==> config.mk <==
export PLATFORM = sky130hd
export DESIGN_NAME = length_prefixed_header_splitter_core_flat
export DESIGN_NICKNAME = d
export VERILOG_FILES = /design/src/design/lphs_pkg.sv /design/src/design/lphs_if.sv /design/src/design/lphs_step.sv /design/src/design/lphs_out_fifo.sv /design/src/design/length_prefixed_header_splitter_core.sv /design/src/flat_wrapper.sv
export SDC_FILE = /design/constraint.sdc
export NUM_CORES = 1
export LEC_CHECK = 0
export ABC_CLOCK_PERIOD_IN_PS = 4800
export CORE_ASPECT_RATIO = 0.6
export CORE_MARGIN = 1.5
export CORE_UTILIZATION = 60
export CTS_BUF_LIST = sky130_fd_sc_hd__clkbuf_8
export CTS_CLUSTER_SIZE = 20
export DETAILED_ROUTE_END_ITERATION = 6
export DONT_BUFFER_PORTS = 1
export GPL_TIMING_DRIVEN = 0
export PLACE_DENSITY = 0.9
export RECOVER_POWER = 25
export SLEW_MARGIN = 20
export SYNTH_ARGS = -nofsm -noshare
export SYNTH_HDL_FRONTEND = slang
export SYNTH_SLANG_ARGS = --single-unit
==> constraint.sdc <==
create_clock -name clk_i -period 4.8 [get_ports clk_i]
set_input_delay 0.24 -clock clk_i [delete_from_list [all_inputs] [get_ports clk_i]]
set_output_delay 0.24 -clock clk_i [all_outputs]
set_load 0.05 [all_outputs]
==> src/design/lphs_pkg.sv <==
`timescale 1ns / 1ps
// ----------------------------------------------------------------------------
// lphs_pkg
// Shared types and constants for the length-prefixed header splitter.
// ----------------------------------------------------------------------------
package lphs_pkg;

  // Reset value of the maximum header length register
  localparam logic [31:0] LPHS_MAX_LEN_RESET = 32'h0010_0000;

  // Default depth of the result queue (at least 2)
  localparam int unsigned LPHS_FIFO_DEPTH = 4;

  // Input operation codes
  localparam logic LPHS_OP_BYTE = 1'b0;
  localparam logic LPHS_OP_EOS  = 1'b1;

  // Parser phase, one-hot
  typedef enum logic [3:0] {
    PH_LEN  = 4'b0001,
    PH_HDR  = 4'b0010,
    PH_TAIL = 4'b0100,
    PH_DROP = 4'b1000
  } lphs_phase_e;

  // Result kinds
  typedef enum logic [2:0] {
    K_HDR_BYTE  = 3'd0,
    K_HDR_DONE  = 3'd1,
    K_TAIL_BYTE = 3'd2,
    K_OVERSIZE  = 3'd3,
    K_TRUNC     = 3'd4,
    K_TAIL_END  = 3'd5
  } lphs_kind_e;

  // One result item
  typedef struct packed {
    lphs_kind_e  kind;
    logic [7:0]  value;
    logic [31:0] header_length;
    logic        last;
  } lphs_result_t;

  // Results produced by one input transaction, in order
  typedef struct packed {
    logic [1:0]   count;
    lphs_result_t r0;
    lphs_result_t r1;
  } lphs_push_t;

  function automatic lphs_result_t lphs_mk_result(lphs_kind_e kind, logic [7:0] value,
                                                  logic [31:0] len, logic last);
    lphs_result_t r;
    r.kind          = kind;
    r.value         = value;
    r.header_length = len;
    r.last          = last;
    return r;
  endfunction

endpackage

==> src/design/lphs_if.sv <==
`timescale 1ns / 1ps
// ----------------------------------------------------------------------------
// lphs_in_if / lphs_out_if
// Valid/ready channels for input bytes and result items.
// ----------------------------------------------------------------------------
interface lphs_in_if;
  logic       valid;
  logic       ready;
  logic       op;
  logic [7:0] byte_value;

  modport source (output valid, op, byte_value, input ready);
  modport sink   (input valid, op, byte_value, output ready);
endinterface

interface lphs_out_if import lphs_pkg::*; ();
  logic        valid;
  logic        ready;
  lphs_kind_e  kind;
  logic [7:0]  value;
  logic [31:0] header_length;
  logic        last;

  modport source (output valid, kind, value, header_length, last, input ready);
  modport sink   (input valid, kind, value, header_length, last, output ready);
endinterface

==> src/design/lphs_step.sv <==
`timescale 1ns / 1ps
// ----------------------------------------------------------------------------
// lphs_step
// Parser state and per-byte decode: produces up to two results per transaction.
// ----------------------------------------------------------------------------
module lphs_step import lphs_pkg::*; (
  input  logic        clk_i,
  input  logic        rst_ni,
  input  logic        accept_i,
  input  logic        op_i,
  input  logic [7:0]  byte_i,
  input  logic [31:0] max_len_i,
  output lphs_push_t  push_o
);

  lphs_phase_e phase_q, phase_d;
  logic [31:0] shift_q, shift_d;
  logic [31:0] cnt_q, cnt_d;

  logic [31:0] shift_in;
  logic [31:0] cnt_inc;

  assign shift_in = {shift_q[23:0], byte_i};
  assign cnt_inc  = cnt_q + 32'd1;

  // Decode of the current transaction
  always_comb begin
    phase_d = phase_q;
    shift_d = shift_q;
    cnt_d   = cnt_q;
    push_o.count = 2'd0;
    push_o.r0    = lphs_mk_result(K_HDR_BYTE, 8'h00, 32'h0, 1'b0);
    push_o.r1    = lphs_mk_result(K_HDR_BYTE, 8'h00, 32'h0, 1'b0);
    if (accept_i) begin
      if (op_i == LPHS_OP_EOS) begin
        phase_d = PH_LEN;
        shift_d = 32'h0;
        cnt_d   = 32'h0;
        unique case (phase_q)
          PH_LEN, PH_HDR: begin
            push_o.count = 2'd1;
            push_o.r0    = lphs_mk_result(K_TRUNC, 8'h00, 32'h0, 1'b1);
          end
          PH_TAIL: begin
            push_o.count = 2'd1;
            push_o.r0    = lphs_mk_result(K_TAIL_END, 8'h00, 32'h0, 1'b1);
          end
          default: ;
        endcase
      end else begin
        unique case (phase_q)
          PH_LEN: begin
            shift_d = shift_in;
            cnt_d   = cnt_inc;
            // fourth prefix byte completes the length
            if (cnt_q[1:0] == 2'd3) begin
              cnt_d = 32'h0;
              if (shift_in > max_len_i) begin
                push_o.count = 2'd1;
                push_o.r0    = lphs_mk_result(K_OVERSIZE, 8'h00, shift_in, 1'b1);
                phase_d      = PH_DROP;
              end else if (shift_in == 32'h0) begin
                push_o.count = 2'd1;
                push_o.r0    = lphs_mk_result(K_HDR_DONE, 8'h00, 32'h0, 1'b1);
                phase_d      = PH_TAIL;
              end else begin
                phase_d = PH_HDR;
              end
            end
          end
          PH_HDR: begin
            if (cnt_inc == shift_q) begin
              // last header byte, then header complete
              push_o.count = 2'd2;
              push_o.r0    = lphs_mk_result(K_HDR_BYTE, byte_i, 32'h0, 1'b0);
              push_o.r1    = lphs_mk_result(K_HDR_DONE, 8'h00, shift_q, 1'b1);
              phase_d      = PH_TAIL;
              cnt_d        = 32'h0;
            end else begin
              push_o.count = 2'd1;
              push_o.r0    = lphs_mk_result(K_HDR_BYTE, byte_i, 32'h0, 1'b1);
              cnt_d        = cnt_inc;
            end
          end
          PH_TAIL: begin
            push_o.count = 2'd1;
            push_o.r0    = lphs_mk_result(K_TAIL_BYTE, byte_i, 32'h0, 1'b1);
          end
          default: ; // discarding after oversize
        endcase
      end
    end
  end

  // State registers
  always_ff @(posedge clk_i or negedge rst_ni) begin
    if (!rst_ni) begin
      phase_q <= PH_LEN;
      shift_q <= 32'h0;
      cnt_q   <= 32'h0;
    end else begin
      phase_q <= phase_d;
      shift_q <= shift_d;
      cnt_q   <= cnt_d;
    end
  end

endmodule

==> src/design/lphs_out_fifo.sv <==
`timescale 1ns / 1ps
// ----------------------------------------------------------------------------
// lphs_out_fifo
// Result queue: takes up to two results per cycle, hands out one per cycle while the receiver is ready.
// ----------------------------------------------------------------------------
module lphs_out_fifo import lphs_pkg::*; #(
  parameter int unsigned Depth = LPHS_FIFO_DEPTH
) (
  input  logic         clk_i,
  input  logic         rst_ni,
  input  lphs_push_t   push_i,
  output logic         space2_o,
  output logic         valid_o,
  input  logic         ready_i,
  output lphs_result_t data_o
);

  localparam int unsigned PtrW = (Depth > 1) ? $clog2(Depth) : 1;
  localparam int unsigned CntW = $clog2(Depth + 1);
  localparam logic [PtrW-1:0] PtrLast  = PtrW'(Depth - 1);
  localparam logic [CntW-1:0] CntSpace = CntW'(Depth - 2);

  lphs_result_t          mem_q [Depth];
  logic [PtrW-1:0]       wptr_q, wptr_d, rptr_q, rptr_d, wptr_nx;
  logic [CntW-1:0]       cnt_q, cnt_d;
  logic                  pop;

  function automatic logic [PtrW-1:0] ptr_next(logic [PtrW-1:0] p);
    return (p == PtrLast) ? '0 : p + PtrW'(1);
  endfunction

  assign wptr_nx  = ptr_next(wptr_q);
  assign pop      = valid_o && ready_i;
  assign valid_o  = (cnt_q != '0);
  assign data_o   = mem_q[rptr_q];
  assign space2_o = (cnt_q <= CntSpace);

  // Pointer and fill count update
  always_comb begin
    wptr_d = wptr_q;
    case (push_i.count)
      2'd1:    wptr_d = wptr_nx;
      2'd2:    wptr_d = ptr_next(wptr_nx);
      default: wptr_d = wptr_q;
    endcase
    rptr_d = pop ? ptr_next(rptr_q) : rptr_q;
    cnt_d  = cnt_q + CntW'(push_i.count) - CntW'(pop);
  end

  always_ff @(posedge clk_i or negedge rst_ni) begin
    if (!rst_ni) begin
      wptr_q <= '0;
      rptr_q <= '0;
      cnt_q  <= '0;
    end else begin
      wptr_q <= wptr_d;
      rptr_q <= rptr_d;
      cnt_q  <= cnt_d;
    end
  end

  // Entry storage
  always_ff @(posedge clk_i) begin
    if (push_i.count != 2'd0) begin
      mem_q[wptr_q] <= push_i.r0;
    end
    if (push_i.count == 2'd2) begin
      mem_q[wptr_nx] <= push_i.r1;
    end
  end

endmodule

==> src/design/length_prefixed_header_splitter_core.sv <==
`timescale 1ns / 1ps
// ----------------------------------------------------------------------------
// length_prefixed_header_splitter_core
// Splits a byte stream with a 32-bit big-endian length prefix into header
// bytes, a header-complete marker and tail bytes.
// ----------------------------------------------------------------------------
// Usage:
//   in_i  : one transaction per stream byte (op = 0) or end of stream (op = 1).
//   out_o : result transactions (kind, value, header_length, last); an input
//           causes zero, one or two results, the last one flagged by last.
//   cfg_we_i / cfg_wdata_i : write of max_header_length, only while idle.
// Results are written into the registered result queue and leave it in order.
// Throughput: one input per cycle while in_i.ready is high. The result queue
//   takes up to two results per cycle and drains one; in_i.ready is high
//   while the queue has room for two, so the two-result last header byte is
//   absorbed without a bubble as long as the receiver keeps up.
// Stall: when out_o.ready is low the queue fills and in_i.ready drops; no
//   result is lost or repeated.
// Reset: parser returns to expecting length bytes, queue empties, and
//   max_header_length returns to 0x100000.
// ----------------------------------------------------------------------------
module length_prefixed_header_splitter_core import lphs_pkg::*; #(
  parameter int unsigned FifoDepth = LPHS_FIFO_DEPTH
) (
  input  logic        clk_i,
  input  logic        rst_ni,
  lphs_in_if.sink     in_i,
  lphs_out_if.source  out_o,
  input  logic        cfg_we_i,
  input  logic [31:0] cfg_wdata_i
);

  logic [31:0]  max_len_q;
  logic         accept;
  logic         space2;
  lphs_push_t   push;
  lphs_result_t head;

  // Configuration register
  always_ff @(posedge clk_i or negedge rst_ni) begin
    if (!rst_ni) begin
      max_len_q <= LPHS_MAX_LEN_RESET;
    end else if (cfg_we_i) begin
      max_len_q <= cfg_wdata_i;
    end
  end

  assign in_i.ready = space2;
  assign accept     = in_i.valid && space2;

  lphs_step u_step (
    .clk_i     (clk_i),
    .rst_ni    (rst_ni),
    .accept_i  (accept),
    .op_i      (in_i.op),
    .byte_i    (in_i.byte_value),
    .max_len_i (max_len_q),
    .push_o    (push)
  );

  lphs_out_fifo #(
    .Depth (FifoDepth)
  ) u_fifo (
    .clk_i    (clk_i),
    .rst_ni   (rst_ni),
    .push_i   (push),
    .space2_o (space2),
    .valid_o  (out_o.valid),
    .ready_i  (out_o.ready),
    .data_o   (head)
  );

  // Result channel payload
  assign out_o.kind          = head.kind;
  assign out_o.value         = head.value;
  assign out_o.header_length = head.header_length;
  assign out_o.last          = head.last;

endmodule

==> src/flat_wrapper.sv <==
// flat-port wrapper written by rule: the top's interface ports become plain ports
module length_prefixed_header_splitter_core_flat import lphs_pkg::*;
#(
  parameter int unsigned FifoDepth = LPHS_FIFO_DEPTH
)
  (clk_i, rst_ni, cfg_we_i, cfg_wdata_i, in_i_valid, in_i_op, in_i_byte_value, in_i_ready, out_o_valid, out_o_kind, out_o_value, out_o_header_length, out_o_last, out_o_ready);
  lphs_in_if in_i_i ();
  lphs_out_if out_o_i ();
  input  logic clk_i;
  input  logic rst_ni;
  input  logic cfg_we_i;
  input  logic [31:0] cfg_wdata_i;
  input wire logic [$bits(in_i_i.valid)-1:0] in_i_valid;
  input wire logic [$bits(in_i_i.op)-1:0] in_i_op;
  input wire logic [$bits(in_i_i.byte_value)-1:0] in_i_byte_value;
  output wire logic [$bits(in_i_i.ready)-1:0] in_i_ready;
  output wire logic [$bits(out_o_i.valid)-1:0] out_o_valid;
  output wire logic [$bits(out_o_i.kind)-1:0] out_o_kind;
  output wire logic [$bits(out_o_i.value)-1:0] out_o_value;
  output wire logic [$bits(out_o_i.header_length)-1:0] out_o_header_length;
  output wire logic [$bits(out_o_i.last)-1:0] out_o_last;
  input wire logic [$bits(out_o_i.ready)-1:0] out_o_ready;
  assign in_i_i.valid = in_i_valid;
  assign in_i_i.op = in_i_op;
  assign in_i_i.byte_value = in_i_byte_value;
  assign in_i_ready = in_i_i.ready;
  assign out_o_valid = out_o_i.valid;
  assign out_o_kind = out_o_i.kind;
  assign out_o_value = out_o_i.value;
  assign out_o_header_length = out_o_i.header_length;
  assign out_o_last = out_o_i.last;
  assign out_o_i.ready = out_o_ready;
  length_prefixed_header_splitter_core #(.FifoDepth(FifoDepth)) u_core (.clk_i(clk_i), .rst_ni(rst_ni), .in_i(in_i_i), .out_o(out_o_i), .cfg_we_i(cfg_we_i), .cfg_wdata_i(cfg_wdata_i));
endmodule
# Yosys cells after proc, flatten, opt, wreduce, memory -nomap -nowiden
# Memories as Yosys holds them, arrays and structs flattened.
# Cells that the tools add are included.
# Widths: inputs -> output; s select.
[totals]
register_bits = 107
ram_bits = 176
input_bits = 46
out_inout_bits = 46
wordCells = 71
memories = 1
[mem_list]
columns = ["memory", "depth", "width", "rd", "rd_clocked_by_memory_dff", "write_ports", "line_no", "text"]
rows = [
  ["u_core.u_fifo.mem_q", 4, 44, 1, 0, 2, "lphs_out_fifo.sv:23", "lphs_result_t mem_q [Depth];"],
]
[op_classes]
addsub = 6
n_lt_le_gt_ge = 2
n_eq_ne = 12
n_mux = 31
n_reduce_logical = 12
[ops]
columns = ["operator", "n"]
rows = [
  ["$mux 32", 5],
  ["$pmux 46 s3", 1],
  ["$mux 45", 3],
  ["$mux 42", 3],
  ["$mux 46", 2],
  ["$mux 90", 1],
  ["$pmux 45 s2", 1],
  ["$pmux 32 s2", 1],
  ["$add 32x1->32 const B", 1],
  ["$eq 32x32->1", 1],
  ["$gt 32x32->1", 1],
  ["$logic_not 32->1", 1],
  ["$mux 4", 4],
  ["$eq 2x2->1 const B", 5],
  ["$pmux 4 s2", 1],
  ["$add 2x1->2 const B", 3],
  ["$mux 2", 3],
  ["$ne 3x3->1 const B", 2],
  ["$reduce_bool 2->1", 3],
  ["$reduce_bool 3->1", 2],
  ["$eq 4x1->1 const B", 1],
  ["$eq 4x2->1 const B", 1],
  ["$eq 4x3->1 const B", 1],
  ["$mux 1", 4],
  ["other kinds (10)", 12],
]

# Depth between registers and ports, before layout
[logic_depth]
ltp_word = 10
mapped_depth = 18
ltp_nobuf = 16

# Hierarchy
# Synthesis repeated with hierarchy kept, for this count alone.
[hier_totals]
cells_unflattened = 1330
area_unflattened_um2 = 17185.2
[by_module_without_submodules]
columns = ["mod", "n_inst", "cells_each", "area_per_inst_um2", "seq_area_each_um2"]
rows = [
  ["lphs_out_fifo", 1, 482, 9628.0, 5460.2],
  ["lphs_step", 1, 779, 6204.7, 1702.9],
  ["length_prefixed_header_splitter_core", 1, 69, 1352.5, 802.0],
]

# Worst setup path after synthesis
# No wires, ideal clock.
[synth_path]
kind = "reg2reg"
start = "register u_core.u_step.cnt_q[0]"
end = "memory u_core.u_fifo.mem_q[2][0] in the netlist's numbering, enable pin"
setup_ns = 0.389
arrival_ns = 4.125
setup_slack_ns = 0.286
stages_incl_launch_ff = 15
n_path_buf = 2
path_cell_list = "dfrtp_1 > ha_1 > nand3_1 > buf_2 > nor4_4 > nand4_2 > nor4_1 > o211ai_1 > nor4_4 > a21oi_1 > o21ai_1 > ha_1 > a21oi_1 > clkbuf_1 > inv_1"
[synth_rtl]
columns = ["item", "line_no", "text"]
rows = [
  ["start: declaration", "lphs_step.sv:18", "logic [31:0] cnt_q, cnt_d;"],
  ["start signal: assignment", "lphs_step.sv:104", "cnt_q <= cnt_d;"],
  ["end: declaration", "lphs_out_fifo.sv:23", ""],
]

==> summary.md <==
| Metric | Value |
|---|---|
| Final Instance Area | roughly 17000 sq um |
| Total gr overflow | 0 |
| Sw Ratio | 0.424 |
| Dpl cell area | roughly 16000 sq um |
| Failing checks | capacitance limit, slew limit |
| Hold Path Origin | in_i_byte_value[2] |
| RePlAce Congestion | 0.974 |
| Critical path class | reg2reg |
| Fraction of layout cells with a size suffix above 1 | 0.150 |
| Mapped Area | around 15000 sq um |
| Met1 Wirelength | 17600 um |
| Status | finished, violations left |
| Worst Setup SP | u_core.u_step.cnt_q[4] |
| Die height | around 130 um |
| Combinational Power Share | 0.405 |
| Pwr/cell area | slightly below 500 nW/um^2 |
| Die area | roughly 26000 sq um |
| Vias in the first global route | approximately 12000 |
| Vias/cell | 6.99 |
| Fin cells | between 1500 and 2000 |
| Area contributors post-synth | edfxtp_1 (27%), dfrtp_1 (17%), a22o_1 (9.3%) |
| Initial antenna violation count | 3 |
| Max Fclk | 213 MHz |
| CP Data Arrival Time | a little over 5000 ps |
| Worst slew pin tran | between 2000 and 3000 ps |
| DR WL met3 | between 7000 and 8000 um |
| PortBufs | 0 |
| Layout Utilization | 0.696 |
| Highest metal used | met5 |
| #FFs+latches synth | roughly 280 |
| Clock Power Share | 0.232 |
| Synth top area share | 0.269 |
| EDFF count, synth | 136 |
| Place WS | -953 ps |
| Yosys cell types | 72 |
| Type of the most critical hold path | in2reg |
| Int Pwr | slightly below 5 mW |
| Clock-pin transition on the worst setup and hold timing paths | 70 ps |
| Ys flop type | edfxtp_1 |
| Clock Tree Root | clkbuf_8 |
| Setup-failing EPs final | 0 |
| Num ports | about 90 |
| Die X | 208 um |
| Violation count after the first detailed-route iteration | about 1800 |
| Max-slew violation total from the final report | 108 |
| Worst Path Max Fanout | 20 |
| Hold Path Cell Cnt | 5 |
| Leak | 6.67 nW |
| Syn Nets | 1421 |
| Nets | about 1500 |
| Syn avg cell area | between 10 and 15 sq um |
| Clock Latency Late Sink | approximately 600 ps |
| Final WS setup | 97.8 ps |
| TritonCTS clock tree | built |
| Max_slew headroom | -0.875 |
| Synth area leader | edfxtp_1 |
| WP data required | about 5100 ps |
| Cells after DPL | around 1700 |
| Routed WL per cell | roughly 26 um |
| Hpwl dp | between 30000 and 40000 um |
| Hold Path End | u_core.u_step.phase_q[2] |
| Worst R2R Start | u_core.u_step.cnt_q[4] |
| Syn Inst Count | roughly 1300 |
| TritonCTS buffer count | roughly 40 |
| Ys Warns | 0 |
| CP startpoint kind | flip-flop |
| Worst R2R Setup Slack | about 98 ps |
| Residual DRC | 0 |
| Crit end category | flip-flop |
| Hold Violations, Final | 0 |
| 1st-pass router iterations | 6 |
| Final Cycle Share | 0.980 |
| Switching Power | about 3.5 mW |
| Layout Skew | roughly 34 ps |
| Part of the power in registers | 0.363 |
| Tot Pwr | ~8.3 mW |
| Layout area overhead | 12.2% |
| Async SR Flop Fraction | 0.378 |
| Sink Count | 283 |
| Site Rows | 44 |
| Routed WL | between 40000 and 50000 um |
| Met2 wire len | 19700 um |
| Worst R2R End | u_core.u_fifo.mem_q[3][2] |
| Max Cap Viol | 1 |
| First-pass GRT wire length | around 70000 um |
| Fin crit period | 4700 ps |
| Sequential fraction of the synthesis area | 0.498 |
| Global router's overall resource usage | 0.352 |
| Via count | 12366 |
| Core ar. | ~24000 sq um |
| Max clock buf depth | 3 |
| DRT antenna net count | 0 |
| Largest net degree at the start of global routing | 108 |
| H-tree Lvls | 2 |
| Worst R2R Path Depth | 17 |
| Starting density of the core | 0.620 |
| Worst vdd ir | approximately 190 uV |
-- placed cells by master, fill, tap and decap left out, types with 21 or more instances in the layout --
cell / synthesis / final
nand3_1: 29 / 29
nor3_1: 22 / 21
a21oi_1: 27 / 25
o21ai_0: 67 / 67
ha_1: 49 / 46
clkbuf_8: 0 / 46
edfxtp_1: 136 / 136
dlygate4sd3_1: 0 / 34
xnor2_1: 38 / 38
mux2_2: 31 / 31
inv_1: 62 / 71
a22o_1: 161 / 161
mux4_2: 44 / 44
nand2_1: 107 / 100
nand4_1: 29 / 29
nor2b_1: 44 / 41
dfrtp_1: 105 / 104
dfxtp_1: 40 / 40
clkbuf_1: 80 / 64
nor2_1: 34 / 30
-- metrics by stage --
stage,hold WS [ps],TNS [ps]
after floorplan,-55.6,0
after global placement,-50.7,-272870
after detailed placement,-51.1,-231180
after CTS,64.0,-319
after global routing,84.1,-798
final,95.4,0
-- state kept, by name, indices dropped and copies added (netlist names) --
register               cells
u_core.u_fifo.mem_q      176
u_core.max_len_q          32
u_core.u_step.cnt_q       32
u_core.u_step.shift_q     32
u_core.u_step.phase_q      4
u_core.u_fifo.cnt_q        3
u_core.u_fifo.rptr_q       2
u_core.u_fifo.wptr_q       2
-- worst max-delay path, cell delays in order (launching register included) --
cell and delay [ps]:
dfrtp_1 340, buf_2 220, and4_1 200, clkbuf_1 290
and4_1 240, clkbuf_1 330, and4_1 360, xnor2_1 140
o211ai_1 190, nor4_4 310, a21oi_2 190, o21ai_4 270
ha_2 300, nor2b_2 80, a21oi_1 290, buf_4 270
clkinv_4 190, buf_16 230
-- routing by layer --
metal  GRT usage  up-vias
met2       0.513     1020
li1            -     5208
met3       0.127      152
met4       0.128        2
met5           0        -
met1       0.487     5984
-- synth_stat cells, drive strengths merged (3+ instances only) --
master,instances
mux4,44
nand2,107
nor4,16
nand3,29
a22o,161
and4,16
a32o,4
o211ai,9
o31ai,7
a21o,7
xnor2,38
a32oi,4
dfrtp,105
nor4b,4
inv,62
buf,39
nand4,31
o21bai,3
ha,49
and2,4
and3,10
a31oi,11
o22ai,7
clkbuf,80
or3,3
nand2b,6
nor3,22
o21ai,70
mux2i,4
a22oi,9
xor2,11
edfxtp,136
nand4b,4
mux2,31
dfxtp,40
a21oi,27
nor2b,44
nor2,38
-- power groups by stage --
stage | Combinational (mW) | Sequential, mW | Clock (mW)
after floorplan | 2.47 | 2.96 | 0
after global placement | 3.08 | 3.03 | 0
after detailed placement | 3.19 | 3.04 | 0
after CTS | 3.27 | 3.00 | 1.91
after global routing | 3.54 | 3.04 | 2.03
final | 3.38 | 3.03 | 1.93
-- area by class of cell --
type	instances	area, sq um
diodes	1	2.50
plain buffers	119	592
clock buffers	46	633
clock inverters	30	158
fillers	1628	7440
inverters	62	250
multi-input cells	861	6960
flip-flops and latches	283	7570
well taps	322	403
repair buffers	45	493
-- kinds of logic after synthesis --
group	synth area share
AOI/OAI and AO/OA	0.166
adders and majority gates	0.0417
DFF	0.498
xor gates and xnor gates	0.0282
muxes	0.0908
buffers and inverters	0.0504
and+or+nand+nor	0.126
-- timing repair --
| item | 4_1_cts | 5_1_grt |
|---|---|---|
| gates resized for setup | 27 | 53 |
| endpoints found under the setup margin | 313 | 299 |
| hold buffers | 35 | 0 |
| pin swaps | 2 | 3 |
| buffers inserted | 2 | 4 |
| gates cloned | 0 | 0 |
| endpoints found under the hold margin | 140 | 0 |
-- worst max path at each step --
stage | endpoint | slack, ps
finish | u_core.u_fifo.mem_q[3][2] | 100
global route | u_core.u_fifo.mem_q[3][2] | -50
CTS | u_core.u_fifo.mem_q[0][30] | -30
detailed placement | u_core.u_fifo.mem_q[3][21] | -950
global placement | u_core.u_fifo.mem_q[0][21] | -1330
floorplan | u_core.u_fifo.mem_q[2][0] | 290
(Power assumes the default switching activity.)
